$ cat src/rtl/core/bsf_pkg.sv
// ============================================================================
// bsf_pkg
// Shared widths, codes and record types of the blob shape filter.
// ============================================================================
`default_nettype none

package bsf_pkg;

    localparam int COORD_W    = 12;
    localparam int CNT_W      = 16;
    localparam int LABEL_W    = 16;
    localparam int PIXCNT_W   = 16;
    localparam int CNTREG_W   = 16;
    localparam int EXT_W      = 12;
    localparam int PCT_W      = 7;

    localparam int HUNDRED    = 100;
    localparam int HUND_W     = 7;

    localparam int CMPC_W     = (CNT_W > CNTREG_W) ? CNT_W : CNTREG_W;
    localparam int CMPE_W     = (COORD_W > EXT_W) ? COORD_W : EXT_W;
    localparam int N100_W     = CNT_W + HUND_W;
    localparam int WH_W       = 2 * COORD_W;
    localparam int FWH_W      = PCT_W + WH_W;
    localparam int FILL_W     = (N100_W > FWH_W) ? N100_W : FWH_W;
    localparam int ASP_W      = COORD_W + ((HUND_W > PCT_W) ? HUND_W : PCT_W);

    localparam int QUEUE_DEPTH = 4;
    localparam int QPTR_W      = $clog2(QUEUE_DEPTH);
    localparam int QCNT_W      = $clog2(QUEUE_DEPTH + 1);

    localparam int REGIDX_W   = 3;
    localparam logic [REGIDX_W-1:0] REG_MIN_COUNT  = 3'd0;
    localparam logic [REGIDX_W-1:0] REG_MAX_COUNT  = 3'd1;
    localparam logic [REGIDX_W-1:0] REG_MAX_EXTENT = 3'd2;
    localparam logic [REGIDX_W-1:0] REG_FILL_PCT   = 3'd3;
    localparam logic [REGIDX_W-1:0] REG_ASPECT_PCT = 3'd4;

    localparam logic [CNTREG_W-1:0] RST_MIN_COUNT  = 16'd30;
    localparam logic [CNTREG_W-1:0] RST_MAX_COUNT  = 16'd125;
    localparam logic [EXT_W-1:0]    RST_MAX_EXTENT = 12'd18;
    localparam logic [PCT_W-1:0]    RST_FILL_PCT   = 7'd65;
    localparam logic [PCT_W-1:0]    RST_ASPECT_PCT = 7'd30;

    typedef enum logic [2:0] {
        RSN_KEPT,
        RSN_COUNT,
        RSN_FLAT,
        RSN_BIG,
        RSN_SPARSE,
        RSN_ELONG
    } t_reason;

    typedef struct packed {
        logic [LABEL_W-1:0] label;
        logic [CNT_W-1:0]   count;
        logic [COORD_W-1:0] width;
        logic [COORD_W-1:0] height;
    } t_region;

    typedef struct packed {
        logic [CNTREG_W-1:0] min_count;
        logic [CNTREG_W-1:0] max_count;
        logic [EXT_W-1:0]    max_extent;
        logic [PCT_W-1:0]    fill_pct;
        logic [PCT_W-1:0]    aspect_pct;
    } t_cfg;

    typedef struct packed {
        logic [LABEL_W-1:0]  label;
        logic                remove;
        t_reason             reason;
        logic [PIXCNT_W-1:0] count;
        logic [COORD_W-1:0]  width;
        logic [COORD_W-1:0]  height;
    } t_result;

endpackage

`default_nettype wire

$ cat src/rtl/core/bsf_front.sv
// ============================================================================
// bsf_front
// Pixel accumulator: tracks count and bounding box, emits one region record.
// ============================================================================
`default_nettype none

module bsf_front (
    input  wire logic                        i_clk,
    input  wire logic                        i_rst_n,
    input  wire logic                        i_valid,
    output logic                             o_ready,
    input  wire logic [bsf_pkg::COORD_W-1:0] i_x,
    input  wire logic [bsf_pkg::COORD_W-1:0] i_y,
    input  wire logic [bsf_pkg::LABEL_W-1:0] i_label,
    input  wire logic                        i_last,
    input  wire logic                        i_full,
    output logic                             o_push,
    output bsf_pkg::t_region                 o_rec
);

    logic [bsf_pkg::COORD_W-1:0] r_min_col, r_max_col, r_min_row, r_max_row;
    logic [bsf_pkg::COORD_W-1:0] n_min_col, n_max_col, n_min_row, n_max_row;
    logic [bsf_pkg::CNT_W-1:0]   r_count, n_count;
    logic                        accept;

    assign o_ready = !i_full;
    assign accept  = i_valid && o_ready;
    assign o_push  = accept && i_last;

    always_comb begin
        n_min_col = (i_x < r_min_col) ? i_x : r_min_col;
        n_max_col = (i_x > r_max_col) ? i_x : r_max_col;
        n_min_row = (i_y < r_min_row) ? i_y : r_min_row;
        n_max_row = (i_y > r_max_row) ? i_y : r_max_row;
        n_count   = (r_count == '1) ? r_count : r_count + bsf_pkg::CNT_W'(1);
        o_rec.label  = i_label;
        o_rec.count  = n_count;
        o_rec.width  = n_max_col - n_min_col;
        o_rec.height = n_max_row - n_min_row;
    end

    always_ff @(posedge i_clk) begin
        if (!i_rst_n || (accept && i_last)) begin
            r_min_col <= '1;
            r_max_col <= '0;
            r_min_row <= '1;
            r_max_row <= '0;
            r_count   <= '0;
        end else if (accept) begin
            r_min_col <= n_min_col;
            r_max_col <= n_max_col;
            r_min_row <= n_min_row;
            r_max_row <= n_max_row;
            r_count   <= n_count;
        end
    end

endmodule

`default_nettype wire

$ cat src/rtl/core/bsf_queue.sv
// ============================================================================
// bsf_queue
// Short record queue between the pixel accumulator and the judge.
// ============================================================================
`default_nettype none

module bsf_queue (
    input  wire logic             i_clk,
    input  wire logic             i_rst_n,
    input  wire logic             i_push,
    input  wire bsf_pkg::t_region i_rec,
    output logic                  o_full,
    input  wire logic             i_pop,
    output logic                  o_valid,
    output bsf_pkg::t_region      o_rec
);

    bsf_pkg::t_region               r_mem [bsf_pkg::QUEUE_DEPTH];
    logic [bsf_pkg::QPTR_W-1:0]     r_wr_ptr, r_rd_ptr;
    logic [bsf_pkg::QCNT_W-1:0]     r_fill;
    logic                           do_push, do_pop;

    assign o_full  = (r_fill == bsf_pkg::QCNT_W'(bsf_pkg::QUEUE_DEPTH));
    assign o_valid = (r_fill != '0);
    assign o_rec   = r_mem[r_rd_ptr];
    assign do_push = i_push && !o_full;
    assign do_pop  = i_pop && o_valid;

    always_ff @(posedge i_clk) begin
        if (do_push) begin
            r_mem[r_wr_ptr] <= i_rec;
        end
    end

    always_ff @(posedge i_clk) begin
        if (!i_rst_n) begin
            r_wr_ptr <= '0;
            r_rd_ptr <= '0;
            r_fill   <= '0;
        end else begin
            if (do_push) begin
                r_wr_ptr <= r_wr_ptr + bsf_pkg::QPTR_W'(1);
            end
            if (do_pop) begin
                r_rd_ptr <= r_rd_ptr + bsf_pkg::QPTR_W'(1);
            end
            if (do_push && !do_pop) begin
                r_fill <= r_fill + bsf_pkg::QCNT_W'(1);
            end else if (do_pop && !do_push) begin
                r_fill <= r_fill - bsf_pkg::QCNT_W'(1);
            end
        end
    end

endmodule

`default_nettype wire

$ cat src/rtl/core/bsf_back.sv
// ============================================================================
// bsf_back
// Shape judge: cross-multiplies ratios over two stages and registers the result.
// ============================================================================
`default_nettype none

module bsf_back (
    input  wire logic             i_clk,
    input  wire logic             i_rst_n,
    input  wire bsf_pkg::t_cfg    i_cfg,
    input  wire logic             i_q_valid,
    input  wire bsf_pkg::t_region i_q_rec,
    output logic                  o_pop,
    output logic                  o_out_valid,
    input  wire logic             i_out_ready,
    output bsf_pkg::t_result      o_out
);

    typedef enum logic [1:0] {
        ST_IDLE,
        ST_MUL1,
        ST_MUL2,
        ST_JUDGE
    } t_state;

    t_state                      r_state;
    bsf_pkg::t_region            r_rec;
    logic [bsf_pkg::WH_W-1:0]    r_wh;
    logic [bsf_pkg::N100_W-1:0]  r_n100;
    logic [bsf_pkg::ASP_W-1:0]   r_w100, r_h100, r_aw, r_ah;
    logic [bsf_pkg::FWH_W-1:0]   r_fwh;
    logic                        r_out_valid;
    bsf_pkg::t_result            r_out;
    bsf_pkg::t_reason            reason;
    logic                        out_free;
    logic                        cnt_fail, flat_fail, big_fail, sparse_fail, elong_fail;

    assign o_pop       = (r_state == ST_IDLE) && i_q_valid;
    assign out_free    = !r_out_valid || i_out_ready;
    assign o_out_valid = r_out_valid;
    assign o_out       = r_out;

    always_comb begin
        cnt_fail = (bsf_pkg::CMPC_W'(r_rec.count) <= bsf_pkg::CMPC_W'(i_cfg.min_count))
                || (bsf_pkg::CMPC_W'(r_rec.count) >= bsf_pkg::CMPC_W'(i_cfg.max_count));
        flat_fail = (r_rec.width == '0) || (r_rec.height == '0);
        big_fail  = (bsf_pkg::CMPE_W'(r_rec.width) > bsf_pkg::CMPE_W'(i_cfg.max_extent))
                 || (bsf_pkg::CMPE_W'(r_rec.height) > bsf_pkg::CMPE_W'(i_cfg.max_extent));
        sparse_fail = bsf_pkg::FILL_W'(r_n100) < bsf_pkg::FILL_W'(r_fwh);
        elong_fail  = (r_w100 < r_ah) || (r_h100 < r_aw);
        if (cnt_fail) begin
            reason = bsf_pkg::RSN_COUNT;
        end else if (flat_fail) begin
            reason = bsf_pkg::RSN_FLAT;
        end else if (big_fail) begin
            reason = bsf_pkg::RSN_BIG;
        end else if (sparse_fail) begin
            reason = bsf_pkg::RSN_SPARSE;
        end else if (elong_fail) begin
            reason = bsf_pkg::RSN_ELONG;
        end else begin
            reason = bsf_pkg::RSN_KEPT;
        end
    end

    always_ff @(posedge i_clk) begin
        if (!i_rst_n) begin
            r_state     <= ST_IDLE;
            r_out_valid <= 1'b0;
        end else begin
            if (r_out_valid && i_out_ready && (r_state != ST_JUDGE)) begin
                r_out_valid <= 1'b0;
            end
            case (r_state)
                ST_IDLE: begin
                    if (i_q_valid) begin
                        r_rec   <= i_q_rec;
                        r_state <= ST_MUL1;
                    end
                end
                ST_MUL1: begin
                    r_wh   <= bsf_pkg::WH_W'(r_rec.width) * bsf_pkg::WH_W'(r_rec.height);
                    r_n100 <= bsf_pkg::N100_W'(r_rec.count) * bsf_pkg::N100_W'(bsf_pkg::HUNDRED);
                    r_w100 <= bsf_pkg::ASP_W'(r_rec.width) * bsf_pkg::ASP_W'(bsf_pkg::HUNDRED);
                    r_h100 <= bsf_pkg::ASP_W'(r_rec.height) * bsf_pkg::ASP_W'(bsf_pkg::HUNDRED);
                    r_aw   <= bsf_pkg::ASP_W'(r_rec.width) * bsf_pkg::ASP_W'(i_cfg.aspect_pct);
                    r_ah   <= bsf_pkg::ASP_W'(r_rec.height) * bsf_pkg::ASP_W'(i_cfg.aspect_pct);
                    r_state <= ST_MUL2;
                end
                ST_MUL2: begin
                    r_fwh   <= bsf_pkg::FWH_W'(i_cfg.fill_pct) * bsf_pkg::FWH_W'(r_wh);
                    r_state <= ST_JUDGE;
                end
                ST_JUDGE: begin
                    if (out_free) begin
                        r_out_valid  <= 1'b1;
                        r_out.label  <= r_rec.label;
                        r_out.remove <= (reason != bsf_pkg::RSN_KEPT);
                        r_out.reason <= reason;
                        r_out.count  <= bsf_pkg::PIXCNT_W'(r_rec.count);
                        r_out.width  <= r_rec.width;
                        r_out.height <= r_rec.height;
                        r_state      <= ST_IDLE;
                    end
                end
                default: begin
                    r_state <= ST_IDLE;
                end
            endcase
        end
    end

`ifndef ASSERT_OFF
    a_remove_matches_reason: assert property (@(posedge i_clk) disable iff (!i_rst_n)
        r_out_valid |-> (r_out.remove == (r_out.reason != bsf_pkg::RSN_KEPT)))
        else $error("remove flag disagrees with reason");

    a_reason_in_range: assert property (@(posedge i_clk) disable iff (!i_rst_n)
        r_out_valid |-> (r_out.reason <= bsf_pkg::RSN_ELONG))
        else $error("reason code out of range");

    a_result_from_judge: assert property (@(posedge i_clk) disable iff (!i_rst_n)
        $rose(r_out_valid) |-> ($past(r_state) == ST_JUDGE))
        else $error("result loaded outside judge step");

    a_pop_only_idle: assert property (@(posedge i_clk) disable iff (!i_rst_n)
        o_pop |=> (r_state == ST_MUL1))
        else $error("popped record not taken into the multiply step");
`endif

endmodule

`default_nettype wire

$ cat src/rtl/core/blob_shape_filter_core.sv
// ============================================================================
// blob_shape_filter_core
// Shape filter for labelled pixel regions with APB register access.
// ============================================================================
// Usage:
//   s_axis carries one region pixel per item: tdata holds pixel_x, pixel_y and
//   region_label; tlast marks the last pixel of the region. Pixels are taken
//   one per cycle while the record queue has room.
//   m_axis carries one result per region: label, remove flag, reason code,
//   saturated pixel count and bounding box width and height.
//   A finished record passes the queue, fetch, product stage, fill product
//   stage and decision, whose result is registered. Throughput: pixels at 1 per
//   cycle while the queue has room; the judge finishes each record before it
//   takes the next, and a 4-deep queue absorbs bursts of short regions.
//   When m_axis stalls the finished result holds in its output register, the
//   judge waits on the next record and the queue fills; s_axis_tready drops
//   only when the queue is full. Reset clears the box and count, empties the
//   queue and loads the register defaults (30, 125, 18, 65, 30). The user must
//   write registers over APB only while idle; the block does not enforce it.
// ============================================================================
`default_nettype none

module blob_shape_filter_core (
    input  wire logic        i_clk,
    input  wire logic        i_rst_n,
    input  wire logic        s_axis_tvalid,
    output logic             s_axis_tready,
    // [11:0] pixel_x, [23:12] pixel_y, [39:24] region_label
    input  wire logic [39:0] s_axis_tdata,
    input  wire logic        s_axis_tlast,
    output logic             m_axis_tvalid,
    input  wire logic        m_axis_tready,
    // [15:0] out_label, [16] remove, [19:17] reason, [35:20] pixel_count,
    // [47:36] box_width, [59:48] box_height, [63:60] zero
    output logic [63:0]      m_axis_tdata,
    input  wire logic        psel,
    input  wire logic        penable,
    input  wire logic        pwrite,
    input  wire logic [4:0]  paddr,
    input  wire logic [31:0] pwdata,
    output logic [31:0]      prdata,
    output logic             pready
);

    localparam int APB_DW  = 32;
    localparam int OUT_PAD = 64 - (bsf_pkg::LABEL_W + 1 + 3 + bsf_pkg::PIXCNT_W
                                   + 2 * bsf_pkg::COORD_W);

    bsf_pkg::t_cfg                   r_cfg;
    logic [bsf_pkg::REGIDX_W-1:0]    reg_idx;
    logic                            cfg_wr;
    logic                            q_full, q_push, q_valid, q_pop;
    bsf_pkg::t_region                front_rec, q_rec;
    bsf_pkg::t_result                result;

    assign pready  = 1'b1;
    assign reg_idx = paddr[4:2];
    assign cfg_wr  = psel && penable && pwrite && pready;

    always_ff @(posedge i_clk) begin
        if (!i_rst_n) begin
            r_cfg.min_count  <= bsf_pkg::RST_MIN_COUNT;
            r_cfg.max_count  <= bsf_pkg::RST_MAX_COUNT;
            r_cfg.max_extent <= bsf_pkg::RST_MAX_EXTENT;
            r_cfg.fill_pct   <= bsf_pkg::RST_FILL_PCT;
            r_cfg.aspect_pct <= bsf_pkg::RST_ASPECT_PCT;
        end else if (cfg_wr) begin
            case (reg_idx)
                bsf_pkg::REG_MIN_COUNT:  r_cfg.min_count  <= pwdata[bsf_pkg::CNTREG_W-1:0];
                bsf_pkg::REG_MAX_COUNT:  r_cfg.max_count  <= pwdata[bsf_pkg::CNTREG_W-1:0];
                bsf_pkg::REG_MAX_EXTENT: r_cfg.max_extent <= pwdata[bsf_pkg::EXT_W-1:0];
                bsf_pkg::REG_FILL_PCT:   r_cfg.fill_pct   <= pwdata[bsf_pkg::PCT_W-1:0];
                bsf_pkg::REG_ASPECT_PCT: r_cfg.aspect_pct <= pwdata[bsf_pkg::PCT_W-1:0];
                default: begin
                end
            endcase
        end
    end

    always_comb begin
        case (reg_idx)
            bsf_pkg::REG_MIN_COUNT:  prdata = APB_DW'(r_cfg.min_count);
            bsf_pkg::REG_MAX_COUNT:  prdata = APB_DW'(r_cfg.max_count);
            bsf_pkg::REG_MAX_EXTENT: prdata = APB_DW'(r_cfg.max_extent);
            bsf_pkg::REG_FILL_PCT:   prdata = APB_DW'(r_cfg.fill_pct);
            bsf_pkg::REG_ASPECT_PCT: prdata = APB_DW'(r_cfg.aspect_pct);
            default:                 prdata = '0;
        endcase
    end

    bsf_front u_front (
        .i_clk   (i_clk),
        .i_rst_n (i_rst_n),
        .i_valid (s_axis_tvalid),
        .o_ready (s_axis_tready),
        .i_x     (s_axis_tdata[11:0]),
        .i_y     (s_axis_tdata[23:12]),
        .i_label (s_axis_tdata[39:24]),
        .i_last  (s_axis_tlast),
        .i_full  (q_full),
        .o_push  (q_push),
        .o_rec   (front_rec)
    );

    bsf_queue u_queue (
        .i_clk   (i_clk),
        .i_rst_n (i_rst_n),
        .i_push  (q_push),
        .i_rec   (front_rec),
        .o_full  (q_full),
        .i_pop   (q_pop),
        .o_valid (q_valid),
        .o_rec   (q_rec)
    );

    bsf_back u_back (
        .i_clk       (i_clk),
        .i_rst_n     (i_rst_n),
        .i_cfg       (r_cfg),
        .i_q_valid   (q_valid),
        .i_q_rec     (q_rec),
        .o_pop       (q_pop),
        .o_out_valid (m_axis_tvalid),
        .i_out_ready (m_axis_tready),
        .o_out       (result)
    );

    assign m_axis_tdata = {
        {OUT_PAD{1'b0}},
        result.height,
        result.width,
        result.count,
        result.reason,
        result.remove,
        result.label
    };

endmodule

`default_nettype wire

$ cat config.mk
export PLATFORM = sky130hd
export DESIGN_NAME = blob_shape_filter_core
export DESIGN_NICKNAME = d
export VERILOG_FILES = /design/src/rtl/core/bsf_pkg.sv /design/src/rtl/core/bsf_front.sv /design/src/rtl/core/bsf_queue.sv /design/src/rtl/core/bsf_back.sv /design/src/rtl/core/blob_shape_filter_core.sv
export SDC_FILE = /design/constraint.sdc
export NUM_CORES = 2
export LEC_CHECK = 0
export BUFFER_PORTS_ARGS = -buffer_cell sky130_fd_sc_hd__clkbuf_2
export CAP_MARGIN = 25
export CORE_MARGIN = 2
export CORE_UTILIZATION = 55
export CTS_CLUSTER_DIAMETER = 120
export DETAILED_ROUTE_END_ITERATION = 8
export PLACE_DENSITY = 0.84
export SETUP_SLACK_MARGIN = 0.1
export SLEW_MARGIN = 0
export SYNTH_ARGS = -nofsm -noshare
export SYNTH_HDL_FRONTEND = slang
export SYNTH_SLANG_ARGS = --single-unit
$ cat constraint.sdc
create_clock -name i_clk -period 6.1 [get_ports i_clk]
set_input_delay 0.305 -clock i_clk [delete_from_list [all_inputs] [get_ports i_clk]]
set_output_delay 0.305 -clock i_clk [all_outputs]
set_load 0.05 [all_outputs]
* Word-level counts from Yosys, hierarchy flattened *
Memory sizes are Yosys's and may differ from the RTL's. A register that Yosys moved wholly into a read port is not among the register bits.
Index checks and enable logic that the tools add are counted.

word-level totals
  bits in writable memories = 224
  bits in read-only memories = 0
  output and inout port bits = 99
  register bits = 340
  bits in latches = 0
  memories kept = 1
  bits of input ports = 85

operators by class
  $add $sub $neg = 7
  order comparisons = 11
  multipliers = 7
  bitwise operators = 0
  shifts and indexed selects = 0
  equal/unequal tests = 12
  mux-type cells = 21
  reductions and logical operators = 39
  div/mod/pow operators = 0

memories
  name           words  bits a word  rd ports  clocked after Yosys merged registers in  write ports  line             source
  u_queue.r_mem  4      56           1         1                                        1            bsf_queue.sv:18  bsf_pkg::t_region r_mem [bsf_pkg::QUEUE_DEPTH];

operators by type and width
  operator                                            number
  case mux 16 bit (5 select lines)                    1
  > comparator 12 bit                                 4
  two-way mux 12 bit                                  4
  less-than comparator 19 bit                         2
  multiplier 12 x 7 -> 19 bit                         2
  multiplier 12 x 5 -> 17 bit, second input constant  2
  less-than comparator 23 x 31 -> 1 bit               1
  multiplier 7 x 24 -> 31 bit                         1
  logical NOT 12 bit                                  2
  less-than comparator 12 bit                         2
  multiplier 12 x 12 -> 24 bit                        1
  subtractor 12 bit                                   2
  multiplier 16 x 5 -> 21 bit, second input constant  1
  two-way mux 3 bit                                   7
  adder 16 x 1 -> 16 bit, second input constant       1
  == test 16 bit, second input constant               1
  >= comparator 16 bit                                1
  less-or-equal comparator 16 bit                     1
  two-way mux 16 bit                                  1
  AND reduction 2 bit                                 8
  logical AND 1 bit                                   11
  case mux 2 bit (4 select lines)                     1
  == test 3 x 2 -> 1 bit, second input constant       2
  == test 3 bit, second input constant                2
  other kinds (17)                                    36

* Longest topological paths before layout *
  word-level depth = 9
  gate-level depth with buffers = 22
  mapped depth without buffers = 20

* Cells and area by module *
A second synthesis with hierarchy kept.

second synthesis, totals
  cell total of the unflattened synthesis = 4270
  area total of the unflattened synthesis = 46708.5 sq um

by module, submodules not included
  module                  sequential area each (sq um)  times used  cells an instance  area an instance (sq um)
  bsf_back                7987.7                        1           2916               29717.3
  bsf_queue               6906.6                        1           340                8599.5
  bsf_front               1281.2                        1           698                5429.0
  blob_shape_filter_core  1161.1                        1           316                2962.8

* Worst setup path before layout *
No wires, ideal clock.

  path kind = register to register
  start point = register u_back.r_rec[5] (netlist bit)
  end point = register u_back.r_wh[21] (netlist bit) (data pin)
  buffers on the path = 2
  library setup time = 0.258 ns
  cell stages (with the launch flop) = 21
  data required time = 5.842 ns
  setup slack = 0.434 ns
  data arrival time = 5.408 ns
  cells stage by stage = edfxtp_1 -> clkbuf_1 -> clkbuf_1 -> nand2_1 -> fa_1 -> fa_1 -> fa_1 -> inv_1 -> fa_1 -> inv_1 -> fa_1 -> inv_1 -> ha_1 -> o21ai_0 -> nor3_1 -> o21a_1 -> nor4_1 -> o31ai_1 -> or2_2 -> a31oi_1 -> xnor2_1

on the way
  cells in the longest elaborated chain, start to end = 1

RTL lines
  element                       line            source
  start, declared               bsf_back.sv:27  bsf_pkg::t_region r_rec;
  start signal, assigned        bsf_back.sv:77  r_rec <= i_q_rec;
  multiplier 12 x 12 -> 24 bit  bsf_back.sv:82  r_wh <= bsf_pkg::WH_W'(r_rec.width) * bsf_pkg::WH_W'(r_rec.height);
  end signal, assigned          bsf_back.sv:82
  end, declared                 bsf_back.sv:28  logic [bsf_pkg::WH_W-1:0] r_wh;

Every way passes these cells.
A chain may end at the register's enable or synchronous reset.

* Worst setup path after layout *
  start point = register u_back.r_rec[18] (netlist bit)
  end point = register u_back.r_wh[21] (netlist bit) (data pin)

The elaborated chain is that of the path after synthesis.

==> flow_summary.rst <==
.. list-table::
   :header-rows: 1

   * - Metric
     - Value
   * - Met2 wire len
     - 54500 um
   * - Number of nets in the layout
     - 5434
   * - Footprint of the flip-flops and latches
     - 17300 um2
   * - MaxCap Viol Count
     - 0
   * - Die Outline Area
     - 85800 um2
   * - Maximum achievable frequency
     - 174 MHz
   * - Worst-case setup slack after placement
     - 280 ps
   * - DR iter-0 viols
     - 3320
   * - Placed wire-length estimate after detailed placement
     - 80100 um
   * - Average detailed-routed wire length per instance
     - 20.4 um
   * - Root Buffer
     - sky130_fd_sc_hd__clkbuf_16
   * - Number of distinct standard cells referenced by the synthesized netlist
     - 83
   * - Worst Max-Slew Pin Slew
     - 1110 ps
   * - Maximum level of the CTS H-tree
     - 3
   * - Final Hold Violating Endpoints
     - 0
   * - Worst min-delay path category
     - in2reg
   * - Wire length reported by the detailed router
     - 114000 um
   * - Grt ovf
     - 0
   * - Later-pin clock latency in the skew report
     - 650 ps
   * - Part of the Yosys area used for sequential elements
     - 37.7%
   * - Fraction of final layout cells with drive strength greater than 1
     - 9.68%
   * - Number of antenna violations at the first check in global routing
     - 8
   * - Period Utilization, post-route
     - 94.3%
   * - Final count of pins violating max slew
     - 0
   * - Most numerous cell types in the synthesized netlist
     - sky130_fd_sc_hd__inv_1 (693), sky130_fd_sc_hd__ha_1 (520), sky130_fd_sc_hd__nand2_1 (507), sky130_fd_sc_hd__edfxtp_1 (488), sky130_fd_sc_hd__fa_1 (335)
   * - Data arrival time at the worst-slack endpoint
     - 6130 ps
   * - Drt drc
     - 0
   * - Type of destination of the critical path
     - flip-flop
   * - Top cell by count, worst path
     - sky130_fd_sc_hd__fa_1
   * - Area of the core
     - 82400 um2
   * - Setup ws final
     - 345 ps
   * - Summed instance area of the synthesized netlist
     - 45900 um2
   * - List of cells traversed by the critical path
     - nand2_1, fa_1, fa_1, fa_1, inv_1, fa_1, inv_1, fa_1, inv_1, ha_1, o21ai_0, nor3_1, o21a_1, nor4_2, o31ai_1, or2_2, a31oi_1, xnor2_1
   * - Max_slew headroom
     - 26.2%
   * - Setup repair after global routing missed its margin
     - false
   * - Share of synthesized registers carrying an async set or reset
     - 0%
   * - Detail-routed via count per cell
     - 5.87
   * - Crit path largest cell delay
     - 690 ps
   * - Proportion of netlist area held by the largest area contributor
     - 31.9%
   * - Result of the run
     - completed
   * - PortBufs
     - 144
   * - Post-Route Skew
     - 64.4 ps
   * - CP startpoint kind
     - flip-flop
   * - Via count of the routed design
     - 33000
   * - Slowest cell on the critical path
     - sky130_fd_sc_hd__edfxtp_1
   * - Met3 routed wirelength
     - 10800 um
   * - Crit-path max FO
     - 10
   * - Cell Rows
     - 105
   * - Uppermost metal layer occupied by signal nets
     - met5
   * - Dominant cell by count in the synthesized netlist
     - sky130_fd_sc_hd__inv_1
   * - Initial Utilization
     - 55.7%
   * - Main area contributors after synthesis
     - sky130_fd_sc_hd__edfxtp_1 (32%), sky130_fd_sc_hd__fa_1 (15%), sky130_fd_sc_hd__ha_1 (14%), sky130_fd_sc_hd__dfxtp_1 (5.8%), sky130_fd_sc_hd__inv_1 (5.7%)
   * - Final sum of negative setup slack
     - 0 ps
   * - Data required time of the worst path
     - 6480 ps
   * - Buffer levels on the longest clock path
     - 3
   * - Remaining number of nets flagged by the antenna check after routing
     - 0
   * - Total routed wire length on the met1 layer
     - 43500 um
   * - Setup Crit Path Kind
     - reg2reg
   * - Number of clock buffers inserted by TritonCTS
     - 66
   * - Top FF cell, synth
     - sky130_fd_sc_hd__edfxtp_1
   * - Pin count of the biggest net entering global routing
     - 65
   * - TritonCTS clock tree
     - built
   * - Total area of multi-input combinational cells
     - 25500 um2
   * - Instance count of the mapped netlist
     - 4290
   * - Number of clock sinks
     - 620
   * - Via count of the first global-routing pass
     - 34200
   * - Number of filler instances in the final layout
     - 5952
   * - Total GRT Usage
     - 27.0%
   * - Number of enable flip-flop cells after synthesis
     - 488
   * - Endpoints failing setup
     - 0
   * - First-pass GRT wire length
     - 182000 um
   * - Average instance area after synthesis
     - 10.7 um2
   * - Chip Width
     - 293 um
   * - Leading area contributor after synthesis
     - sky130_fd_sc_hd__edfxtp_1
   * - Warning count from the yosys run
     - 0
   * - Number of iterations in the first detailed-routing pass
     - 9
   * - Setup slack on the worst flop-to-flop path
     - 340 ps
   * - Clock-pin slew on the worst setup and hold paths
     - 60 ps
   * - Placer congestion estimate
     - 0.949
   * - Number of register bits inferred by synthesis
     - 620
   * - Area added between synthesis and finish
     - 10.7%
   * - Top Ports
     - 184
   * - Die Ht
     - 293 um
   * - Post-route minimum period
     - 5760 ps
stage by stage:
step	instances	hold slack, ps	utilization, %	cell area, um2
after global placement	5448	400	58.3	48000
after global routing	5617	20.7	61.7	50800
after floorplan	4309	400	-	46000
final	5624	12.1	61.7	50800
after detailed placement	5449	405	58.3	48000
after CTS	5608	1.19	61.6	50700
state kept, by name (all words and copies together), names as in the netlist, 21 cells and up:
signal and cells:
u_back.r_n100 21, u_back.r_rec 56, r_cfg 58, u_back.o_out 60, u_back.r_wh 24, u_queue.r_mem 224
u_back.r_fwh 31
routing by layer:
layer,up-vias,GRT usage (%)
met5,-,0
met3,413,5.35
li1,14800,-
met1,16100,34.0
met4,6,12.5
met2,1730,45.1
repair_timing:
item	CTS	global route
hold buffers	39	0
resized for setup	0	1
buffers inserted	0	7
endpoints found under the setup margin	0	2
endpoints found under the hold margin	116	0
cell usage in the layout (no fill, tap or decap), types with 13 or more instances in the layout:
| cell | instances |
|---|---|
| sky130_fd_sc_hd__a211oi_1 | 17 |
| sky130_fd_sc_hd__a21o_1 | 68 |
| sky130_fd_sc_hd__a21oi_1 | 176 |
| sky130_fd_sc_hd__a22oi_1 | 17 |
| sky130_fd_sc_hd__a31oi_1 | 15 |
| sky130_fd_sc_hd__and2_1 | 177 |
| sky130_fd_sc_hd__and3_1 | 13 |
| sky130_fd_sc_hd__buf_4 | 82 |
| sky130_fd_sc_hd__clkbuf_16 | 66 |
| sky130_fd_sc_hd__clkbuf_2 | 144 |
| sky130_fd_sc_hd__conb_1 | 21 |
| sky130_fd_sc_hd__dfxtp_1 | 130 |
| sky130_fd_sc_hd__dlygate4sd3_1 | 39 |
| sky130_fd_sc_hd__edfxtp_1 | 488 |
| sky130_fd_sc_hd__fa_1 | 335 |
| sky130_fd_sc_hd__ha_1 | 520 |
| sky130_fd_sc_hd__inv_1 | 693 |
| sky130_fd_sc_hd__mux2i_1 | 62 |
| sky130_fd_sc_hd__mux4_2 | 56 |
| sky130_fd_sc_hd__nand2_1 | 506 |
| sky130_fd_sc_hd__nand3_1 | 43 |
| sky130_fd_sc_hd__nand4_1 | 26 |
| sky130_fd_sc_hd__nor2_1 | 223 |
| sky130_fd_sc_hd__nor2b_1 | 32 |
| sky130_fd_sc_hd__nor3_1 | 47 |
| sky130_fd_sc_hd__o211ai_1 | 44 |
| sky130_fd_sc_hd__o21a_1 | 23 |
| sky130_fd_sc_hd__o21ai_0 | 99 |
| sky130_fd_sc_hd__xnor2_1 | 104 |
| sky130_fd_sc_hd__xor2_1 | 53 |
logic make-up after synthesis:
kind of cell | after synthesis | synth area share, %
AOI/OAI and AO/OA | 561 | 7.97
xor gates and xnor gates | 157 | 3.00
muxes | 121 | 4.17
buffers and inverters | 846 | 7.14
adders and majority gates | 855 | 28.8
other | 2 | 0.0164
and+or+nand+nor | 1128 | 11.3
DFF | 620 | 37.7
layout make-up:
type                    count  area share [%]
multi-input cells        2843            50.1
repair buffers            267            3.50
flip-flops and latches    620            34.0
clock buffers              82            3.47
diodes                      8          0.0394
well taps                1070            2.63
inverters                 696            5.14
clock inverters            38            1.11
worst max-delay path, delay by kind of cell, from the launching register on:
family	cells	cell delay [ps]
adder cells (fa/ha/maj)	6	2860
AO/OA/AOI/OAI	4	910
AND/OR/NAND/NOR	4	840
flip-flops	1	690
buffers and inverters	3	140
XOR/XNOR	1	80
worst paths after layout:
path	from	end	cells after the start
worst min-delay path	s_axis_tdata[17]	u_front.r_min_row[5]	3
worst min register to register	u_back.r_rec[51]	u_back.o_out[55]	0
worst max register to register	u_back.r_rec[18]	u_back.r_wh[21]	18
worst max-delay path	u_back.r_rec[18]	u_back.r_wh[21]	18
Power is left out: the tool's default activity adds up to more than one toggle a clock period on the data nets, which glitch-free logic cannot reach.
